## src/rtl/dru_pkg.sv

```systemverilog
// ----------------------------------------------------------------------------
// DDA ray setup package
// Shared constants, direction codes, stage enables and helper functions.
// ----------------------------------------------------------------------------
package dru_pkg;

   localparam int POS_W    = 20;
   localparam int DIR_W    = 16;
   localparam int COEFF_W  = 32;
   localparam int DIST_W   = 32;
   localparam int STEP_W   = 10;
   localparam int TILE_W   = 9;
   localparam int MAP_W    = 13;
   localparam int FAR_W    = 14;
   localparam int CSR_IDX_W = 2;

   localparam logic [TILE_W-1:0] TILE_MAX = 9'd256;

   localparam logic [CSR_IDX_W-1:0] CSR_TILE_EDGE  = 2'd0;
   localparam logic [CSR_IDX_W-1:0] CSR_MAP_WIDTH  = 2'd1;
   localparam logic [CSR_IDX_W-1:0] CSR_MAP_HEIGHT = 2'd2;

   localparam logic [1:0] DIR_ZERO = 2'd0;
   localparam logic [1:0] DIR_POS  = 2'd1;
   localparam logic [1:0] DIR_NEG  = 2'd2;

   typedef struct packed {
      logic s1;
      logic s2;
      logic s3;
      logic s4;
      logic s5;
      logic s6;
   } stage_en_type;

   function automatic logic [TILE_W-1:0] tile_clamp(input logic [TILE_W-1:0] raw);
      logic [TILE_W-1:0] res;
      if (raw == '0) begin
         res = 9'd1;
      end else if (raw > TILE_MAX) begin
         res = TILE_MAX;
      end else begin
         res = raw;
      end
      return res;
   endfunction

   function automatic logic [MAP_W-1:0] map_extent(input logic [MAP_W-1:0] w,
                                                   input logic [MAP_W-1:0] h);
      return (w > h) ? w : h;
   endfunction

endpackage

```

## src/rtl/dru_rem_step.sv

```systemverilog
// ----------------------------------------------------------------------------
// DDA ray setup remainder slice
// Four restoring division steps; keeps only the running remainder.
// ----------------------------------------------------------------------------
module dru_rem_step (
   input  logic [dru_pkg::TILE_W-1:0] rem_i,
   input  logic [3:0]                 bits_i,
   input  logic [dru_pkg::TILE_W-1:0] divisor,
   output logic [dru_pkg::TILE_W-1:0] rem_o
);
   import dru_pkg::*;

   always_comb begin
      logic [TILE_W-1:0] r;
      logic [TILE_W:0]   r_shift;
      r = rem_i;
      for (int i = 3; i >= 0; i--) begin
         r_shift = {r, bits_i[i]};
         if (r_shift >= {1'b0, divisor}) begin
            r_shift = r_shift - {1'b0, divisor};
         end
         r = r_shift[TILE_W-1:0];
      end
      rem_o = r;
   end

endmodule

```

## src/rtl/dru_axis.sv

```systemverilog
// ----------------------------------------------------------------------------
// DDA ray setup axis pipeline
// Six stages for one axis: classify, tile remainder, gap, side and delta
// distance with saturation.
// ----------------------------------------------------------------------------
module dru_axis (
   input  logic                              clock,
   input  dru_pkg::stage_en_type             en,
   input  logic                              pos_is_next,
   input  logic [dru_pkg::TILE_W-1:0]        tile,
   input  logic [dru_pkg::MAP_W-1:0]         extent,
   input  logic [dru_pkg::POS_W-1:0]         in_start,
   input  logic signed [dru_pkg::DIR_W-1:0]  in_dir,
   input  logic signed [dru_pkg::COEFF_W-1:0] in_coeff,
   output logic [dru_pkg::DIST_W-1:0]        side_dist,
   output logic signed [dru_pkg::STEP_W-1:0] step,
   output logic [dru_pkg::DIST_W-1:0]        delta_dist
);
   import dru_pkg::*;

   logic [POS_W-1:0]   pos1_ff;
   logic [1:0]         dir1_ff;
   logic [COEFF_W-1:0] mag1_ff;
   logic [TILE_W-1:0]  rem1_ff;

   logic [11:0]        pos2_ff;
   logic [1:0]         dir2_ff;
   logic [COEFF_W-1:0] mag2_ff;
   logic [TILE_W-1:0]  rem2_ff;
   logic [40:0]        dprod2_ff;

   logic [7:0]         frac3_ff;
   logic [1:0]         dir3_ff;
   logic [COEFF_W-1:0] mag3_ff;
   logic [TILE_W-1:0]  rem3_ff;
   logic [DIST_W-1:0]  delta3_ff;

   logic [16:0]        gap4_ff;
   logic               zero4_ff;
   logic signed [STEP_W-1:0] step4_ff;
   logic [COEFF_W-1:0] mag4_ff;
   logic [DIST_W-1:0]  delta4_ff;

   logic [48:0]        prod5_ff;
   logic               zero5_ff;
   logic signed [STEP_W-1:0] step5_ff;
   logic [DIST_W-1:0]  delta5_ff;

   logic [DIST_W-1:0]  side6_ff;
   logic signed [STEP_W-1:0] step6_ff;
   logic [DIST_W-1:0]  delta6_ff;

   logic [1:0]         dir1_in;
   logic [COEFF_W-1:0] mag1_in;
   logic [TILE_W-1:0]  rem1_in;
   logic [TILE_W-1:0]  rem2_in;
   logic [TILE_W-1:0]  rem3_in;
   logic               next4;
   logic [16:0]        rem_full;
   logic [16:0]        gap4_in;
   logic signed [STEP_W-1:0] step4_in;
   logic [DIST_W-1:0]  side6_in;

   dru_rem_step u_rem_a (
      .rem_i   ('0),
      .bits_i  (in_start[19:16]),
      .divisor (tile),
      .rem_o   (rem1_in)
   );

   dru_rem_step u_rem_b (
      .rem_i   (rem1_ff),
      .bits_i  (pos1_ff[15:12]),
      .divisor (tile),
      .rem_o   (rem2_in)
   );

   dru_rem_step u_rem_c (
      .rem_i   (rem2_ff),
      .bits_i  (pos2_ff[11:8]),
      .divisor (tile),
      .rem_o   (rem3_in)
   );

   always_comb begin
      if (in_dir == '0) begin
         dir1_in = DIR_ZERO;
      end else if (in_dir[DIR_W-1]) begin
         dir1_in = DIR_NEG;
      end else begin
         dir1_in = DIR_POS;
      end
      mag1_in = in_coeff[COEFF_W-1] ? (~in_coeff + 32'd1) : in_coeff;
   end

   always_comb begin
      next4    = (dir3_ff == DIR_POS) ? pos_is_next : !pos_is_next;
      rem_full = {rem3_ff, frac3_ff};
      gap4_in  = next4 ? ({tile, 8'd0} - rem_full) : rem_full;
      if (dir3_ff == DIR_ZERO) begin
         step4_in = '0;
      end else if (next4) begin
         step4_in = $signed({1'b0, tile});
      end else begin
         step4_in = -$signed({1'b0, tile});
      end
   end

   always_comb begin
      if (zero5_ff) begin
         side6_in = {11'd0, extent, 8'd0};
      end else if (prod5_ff[48]) begin
         side6_in = '1;
      end else begin
         side6_in = prod5_ff[47:16];
      end
   end

   always_ff @(posedge clock) begin
      if (en.s1) begin
         pos1_ff <= in_start;
         dir1_ff <= dir1_in;
         mag1_ff <= mag1_in;
         rem1_ff <= rem1_in;
      end
      if (en.s2) begin
         pos2_ff   <= pos1_ff[11:0];
         dir2_ff   <= dir1_ff;
         mag2_ff   <= mag1_ff;
         rem2_ff   <= rem2_in;
         dprod2_ff <= 41'(tile) * 41'(mag1_ff);
      end
      if (en.s3) begin
         frac3_ff  <= pos2_ff[7:0];
         dir3_ff   <= dir2_ff;
         mag3_ff   <= mag2_ff;
         rem3_ff   <= rem3_in;
         delta3_ff <= dprod2_ff[40] ? '1 : dprod2_ff[39:8];
      end
      if (en.s4) begin
         gap4_ff   <= gap4_in;
         zero4_ff  <= (dir3_ff == DIR_ZERO);
         step4_ff  <= step4_in;
         mag4_ff   <= mag3_ff;
         delta4_ff <= delta3_ff;
      end
      if (en.s5) begin
         prod5_ff  <= 49'(gap4_ff) * 49'(mag4_ff);
         zero5_ff  <= zero4_ff;
         step5_ff  <= step4_ff;
         delta5_ff <= delta4_ff;
      end
      if (en.s6) begin
         side6_ff  <= side6_in;
         step6_ff  <= step5_ff;
         delta6_ff <= delta5_ff;
      end
   end

   assign side_dist  = side6_ff;
   assign step       = step6_ff;
   assign delta_dist = delta6_ff;

endmodule

```

## config.mk

```make
export PLATFORM = sky130hd
export DESIGN_NAME = dru_axis
export DESIGN_NICKNAME = d
export VERILOG_FILES = /design/src/rtl/dru_pkg.sv /design/src/rtl/dru_rem_step.sv /design/src/rtl/dru_axis.sv
export SDC_FILE = /design/constraint.sdc
export NUM_CORES = 2
export LEC_CHECK = 0
export BUFFER_PORTS_ARGS = -buffer_cell sky130_fd_sc_hd__buf_2
export CAP_MARGIN = 5
export CELL_PAD_IN_SITES_DETAIL_PLACEMENT = 0
export CELL_PAD_IN_SITES_GLOBAL_PLACEMENT = 1
export CORE_ASPECT_RATIO = 0.75
export CORE_MARGIN = 1
export CORE_UTILIZATION = 35
export DETAILED_ROUTE_END_ITERATION = 7
export GPL_TIMING_DRIVEN = 0
export MAX_ROUTING_LAYER = met4
export PLACE_DENSITY_LB_ADDON = 0.15
export SLEW_MARGIN = 20
export SYNTH_ARGS = -nofsm -noshare
export SYNTH_HDL_FRONTEND = slang
export SYNTH_SLANG_ARGS = --single-unit
```

## constraint.sdc

```tcl
create_clock -name clock -period 24.2 [get_ports clock]
set_input_delay 4.84 -clock clock [delete_from_list [all_inputs] [get_ports clock]]
set_output_delay 4.84 -clock clock [all_outputs]
set_load 0.05 [all_outputs]
```

**Yosys cells after proc, flatten, opt, wreduce, memory -nomap -nowiden**

Index checks and enable logic that the tools add are counted.

- Add/sub/neg operators: 15
- $mul: 2
- Div/mod/pow operators: 0
- $lt $le $gt $ge: 12
- Equality and inequality tests: 1
- Shifts and indexed selects: 0
- Muxes and demuxes: 19
- Bitwise logic cells: 1
- Reductions and logical operators: 4

Operators with widths:

| cell | number |
|---|---|
| $mux 9 | 13 |
| $ge 10x9->1 | 11 |
| $sub 9x9->9 | 11 |
| $mul 17x32->49 | 1 |
| $mul 9x32->41 | 1 |
| $add 32x1->32 const B | 1 |
| $mux 32 | 1 |
| $not 32->32 | 1 |
| $mux 31 | 1 |
| $mux 21 | 1 |
| $mux 17 | 1 |
| $sub 17x17->17 | 1 |
| $logic_not 16->1 | 1 |
| $neg 9->10 | 1 |
| $ge 1x9->1 | 1 |
| $sub 1x9->9 | 1 |
| $eq 2x1->1 const B | 1 |
| $logic_not 2->1 | 1 |
| $mux 2 | 1 |
| $reduce_or 2->1 | 1 |
| $logic_not 1->1 | 1 |
| $mux 1 | 1 |

- Bits in registers: 496
- Latch bits: 0
- Memory bits (writable): 0
- Memory bits (read-only): 0
- Memories: 0

**Depth between registers and ports, before layout**

- Depth after elaboration: 8
- Mapped depth: 42
- Mapped depth without buffers: 40

**Cells and area by module**

Synthesis repeated with hierarchy kept, for this count alone.

- Cells, all modules: 4,396
- Area total of the unflattened synthesis: 46,774.9 µm²

By module, submodules not included:

| module | instances | cells an instance | area an instance (µm²) |
|---|---|---|---|
| dru_axis | 1 | 3,673 | 40,919.2 |
| dru_rem_step | 3 | 241 | 1,951.9 |

**Worst setup path before layout**

OpenSTA, ideal clock, no wires.

- Path kind: input-to-reg
- Start point: input tile[1] (netlist bit)
- End point: register rem2_ff[1], data pin
- Library setup time: 260 ps
- Arrival: 13,391 ps
- Required time: 23,940 ps
- Slack: 10,549 ps
- Stages on the path: 38
- Path buffers: 3
- Cells stage by stage: clkbuf_1 -> inv_1 -> fa_1 -> a21oi_1 -> o21ai_0 -> a2111oi_2 -> o21bai_1 -> a21boi_0 -> mux2_2 -> ha_1 -> nor2b_1 -> o21ai_0 -> a21oi_1 -> o41ai_1 -> o311ai_1 -> clkbuf_1 -> nor2_1 -> a21oi_1 -> (+2 left out) -> a21oi_1 -> o21ai_0 -> a21oi_1 -> nor2b_1 -> a2111oi_0 -> o21ai_0 -> clkbuf_1 -> mux2_2 -> ha_1 -> a21o_1 -> a21oi_1 -> nor2_1 -> nor2_1 -> nand2_1 -> o21bai_1 -> a21oi_1 -> nand2_1 -> mux2_2

- Cells in the longest elaborated chain, start to end: 8
- Elaborated cells between the ends (all ways): 12
- Classes of those cells: 4 x add/sub; 4 x order compare; 4 x mux

RTL lines:

| what | line | source |
|---|---|---|
| start, declared | dru_axis.sv:10 | `input logic [dru_pkg::TILE_W-1:0] tile,` |
| $sub 9x9->9 / $ge 10x9->1 (equally long branches) | dru_rem_step.sv:20, dru_rem_step.sv:19 |  |
| $mux 9 | dru_rem_step.sv:19 | `if (r_shift >= {1'b0, divisor}) begin` |
| $sub 9x9->9 / $ge 10x9->1 (equally long branches) | dru_rem_step.sv:20, dru_rem_step.sv:19 |  |
| $mux 9 | dru_rem_step.sv:19 |  |
| $sub 9x9->9 / $ge 10x9->1 (equally long branches) | dru_rem_step.sv:20, dru_rem_step.sv:19 |  |
| $mux 9 | dru_rem_step.sv:19 |  |
| $ge 10x9->1 / $sub 9x9->9 (equally long branches) | dru_rem_step.sv:19, dru_rem_step.sv:20 |  |
| $mux 9 * | dru_rem_step.sv:19 |  |
| named net rem2_in[1] | dru_axis.sv:56 | `logic [TILE_W-1:0] rem2_in;` |
| end signal, assigned | dru_axis.sv:130 | `rem2_ff <= rem2_in;` |
| end, declared | dru_axis.sv:29 | `logic [TILE_W-1:0] rem2_ff;` |

The timed path passes the listed nets; every way through them passes the cells marked *.
A chain may end at the register's enable or synchronous reset.

**Worst setup path after layout**

- Start point: input tile[1] (netlist bit)
- End point: register rem2_ff[5], data pin

- Cells in the longest elaborated chain, start to end: 8
- Elaborated cells between the ends (all ways): 12
- Classes of those cells: 4 x add/sub; 4 x order compare; 4 x mux

RTL lines:

| what | line |
|---|---|
| $sub 9x9->9 / $ge 10x9->1 (equally long branches) | dru_rem_step.sv:20, dru_rem_step.sv:19 |
| $mux 9 | dru_rem_step.sv:19 |
| $sub 9x9->9 / $ge 10x9->1 (equally long branches) | dru_rem_step.sv:20, dru_rem_step.sv:19 |
| $mux 9 | dru_rem_step.sv:19 |
| $sub 9x9->9 / $ge 10x9->1 (equally long branches) | dru_rem_step.sv:20, dru_rem_step.sv:19 |
| $mux 9 | dru_rem_step.sv:19 |
| $sub 9x9->9 / $ge 10x9->1 (equally long branches) | dru_rem_step.sv:20, dru_rem_step.sv:19 |
| $mux 9 * | dru_rem_step.sv:19 |
| named net rem2_in[5] | dru_axis.sv:56 |

Marked as above.

==> summary.log <==
qor: synthesis.mean_instance_size_in_the_synthesized_netlist 10.6 um2
qor: synthesis.synth_cell_types 71
qor: synthesis.yosysMostFrequentCell inv_1
qor: worst_hold_path.min-delay-start mag3_ff[25]
qor: global_route.global_route.usage.total 20.4%
qor: floorplanning.floorplan.io_pins 172
qor: cts.max-clock-path-buffers 3
qor: synthesis.synth.largest_area_cell edfxtp_1
qor: sta.timing.final.crit_share 64.6%
qor: synthesis.synth.cells.most_frequent inv_1, nand2_1, fa_1
qor: cts.cts_max_level 2
qor: sta.worst_clock_skew 55.0 ps
qor: sta.post_layout_min_period 15630 ps
qor: sta.tightest_slew 1100 ps
qor: cts.postCtsSetupBuffers 0
qor: drt.detailedRoute.firstIterationViolations 1939
qor: drt.wl_per_cell 20.3 um
qor: critical_path.setup.reg_to_reg.worst_slack 13910 ps
qor: cts.path_clk_slew 60 ps
qor: synthesis.yosys.area.top_type_share 31.3%
qor: critical_path.worst_path_max_delay_cell clkbuf_1
qor: synthesis.synth-seq-area-share 31.3%
qor: global_route.grt_antenna_before_repair 6
qor: final_layout.finish.net_count 5541
qor: drt.drt_wl_total 127000 um
qor: global_route.grt_max_degree 65
qor: critical_path.rr_worst_depth 39
qor: sta.report.final.setup_viol 0
qor: synthesis.synthTopCellsByArea edfxtp_1, fa_1, ha_1
qor: status.run_status finished, final reports clean
qor: cts.clkSinkCount 472
qor: cts.hold_buffers 0
qor: synthesis.synthesis.yosys.warnings 0
qor: drt.ant_nets_after_route 0
qor: final_layout.flow.area_growth_from_synthesis 10.9%
qor: synthesis.synthCells 4255
qor: final_layout.layout.area.seq 14200 um2
qor: sta.rsz_0062_raised_after_global_routing no
qor: critical_path.crit_path_max_incr_delay 720 ps
qor: drt.via_count 30058
qor: placement.hpwlAfterDp 102000 um
qor: placement.buffer_ports.inserted 170
qor: placement.finalWeightedCongestion 0.887
qor: drt.detailed_routing_iterations_pass_1 5
qor: floorplanning.die_w 417 um
qor: floorplanning.initial_core_util 35.5%
qor: critical_path.regToRegStartpoint pos1_ff[15]
qor: cts.cts.root.buffer_cell clkbuf_16
qor: floorplanning.floorplan.die_area 131000 um2
qor: synthesis.synth_edf_count 472
qor: global_route.first_global_vias 31218
qor: cts.ctsResizeCount 0
qor: worst_hold_path.worst_hold_path_type reg2reg
qor: global_route.grt_first_pass_wirelength 196000 um
qor: critical_path.worst_r2r_endpoint rem2_ff[5]
qor: synthesis.netlist_area 45300 um2
qor: floorplanning.fp-row-count 113
qor: sta.timing.max_slew.rel_slack 26.9%
qor: critical_path.crit_path_max_fanout 23
qor: synthesis.ys_seq_elements 472
qor: synthesis.ys.flop_type edfxtp_1
qor: cts.tritoncts yes
qor: floorplanning.fp.coreArea 128000 um2
qor: critical_path.critical_path_required 24620 ps
qor: sta.finalSetupTns 0 ps
qor: critical_path.critPathLaunchType input port
qor: flow_run.cap_violations 0
qor: floorplanning.die_outline_height 314 um
qor: sta.final-hold-violation-count 0
qor: critical_path.arrival 16060 ps
qor: final_layout.total_area_of_multi_input_combinational_cells 27700 um2
qor: critical_path.worstSetupEndpointType register
qor: global_route.grt-ovfl-total 0
qor: cts.cts_buffers 52
qor: sta.fin_hold_ws 385 ps
qor: worst_hold_path.worstHoldEndpoint mag4_ff[25]
qor: drt.drc 0
qor: worst_hold_path.min_delay_path_depth 0
qor: synthesis.ys_async_rst_share 0%
qor: sta.fmax 0.0640 GHz
qor: critical_path.critPathKind in2reg
qor: critical_path.worst_path_most_repeated_cell a21oi_1
qor: synthesis.postSynthNetCount 5311
qor: cts.worstSkewPairLatency 670 ps
qor: sta.timing_max_transition_violations_final 0
qor: final_layout.fillers 12789
qor: final_layout.drive_above_1_share 8.09%
qor: drt.drt-vias-per-instance 4.81
-- worst max-delay path, delay by kind of cell --
family | cells | cell delay, ps
fa+ha+maj | 4 | 1740
simple gates | 7 | 790
compound gates | 21 | 5730
mux | 2 | 750
buf+inv | 5 | 2190
-- final cells by class --
cell class              count  share of cell area, %
flip-flops and latches    472                   28.2
well taps                1725                   4.30
multi-input cells        2884                   55.2
plain buffers             191                   1.44
diodes                      3                 0.0149
inverters                 708                   5.29
repair buffers            176                   2.07
clock buffers              61                   2.66
clock inverters            34                  0.802
-- layout by cell type (no fill, tap or decap), drive strengths merged, types with 30 or more instances in the layout --
cell	n
inv	718
ha	290
fa	668
o21ai	100
mux2	52
and2	234
or2	37
clkbuf	225
a21o	57
buf	203
edfxtp	472
xnor2	114
a21oi	123
nor2	148
nor2b	30
nand2	696
xor2	62
-- layer usage --
layer / track usage [%] / vias up / part of all wire [%]
met5: - / - / 0
met2: 29.1 / 791 / 42
met3: 2.89 / 120 / 5.9
met4: 3.75 / 0 / 1.8
li1: - / 13969 / -
met1: 30.9 / 15178 / 51
-- through the flow --
step | cells | worst slack, ps | area, um2 | utilization (%)
detailed placement | 6156 | 7780 | 48500 | 38.0
finish | 6254 | 8570 | 50200 | 39.4
CTS | 6251 | 8450 | 50200 | 39.4
global route | 6252 | 7470 | 50200 | 39.4
global placement | 6150 | 7340 | 48300 | 37.9
floorplan | 4255 | 10550 | 45300 | -
-- worst max path at each step --
stage	start	end	slack (ps)
after floorplan	tile[1]	rem2_ff[1]	10550
after global placement	tile[1]	rem2_ff[5]	7340
after detailed placement	tile[1]	rem2_ff[5]	7780
after CTS	tile[1]	rem2_ff[5]	8450
after global routing	tile[1]	rem2_ff[5]	7470
final	tile[1]	rem2_ff[5]	8570
-- kinds of logic (layout without fill, tap and decap cells) --
| group | Yosys count | after routing | synth area share [%] |
|---|---|---|---|
| AOI/OAI and AO/OA | 402 | 402 | 5.63 |
| xor gates and xnor gates | 176 | 176 | 3.40 |
| adders and majority gates | 958 | 958 | 37.5 |
| buffers and inverters | 899 | 1170 | 7.47 |
| DFF | 472 | 472 | 31.3 |
| muxes | 60 | 60 | 1.47 |
| other | 0 | 3 | 0 |
| and+or+nand+nor | 1288 | 1288 | 13.2 |
-- registers in the layout, indices dropped and copies added, names as in the netlist, 8 cells and up --
| register | cells |
|---|---|
| mag4_ff | 32 |
| gap4_ff | 17 |
| mag3_ff | 32 |
| pos2_ff | 12 |
| step4_ff | 10 |
| step | 10 |
| side_dist | 32 |
| step5_ff | 10 |
| rem2_ff | 9 |
| delta5_ff | 32 |
| delta4_ff | 32 |
| delta_dist | 32 |
| pos1_ff | 16 |
| rem1_ff | 9 |
| rem3_ff | 9 |
| mag2_ff | 32 |
| delta3_ff | 32 |
| mag1_ff | 32 |
| frac3_ff | 8 |
| dprod2_ff | 33 |
| prod5_ff | 33 |
Power is not shown: default switching activity piles up to over one toggle a cycle in this logic, so the estimate is an artifact.
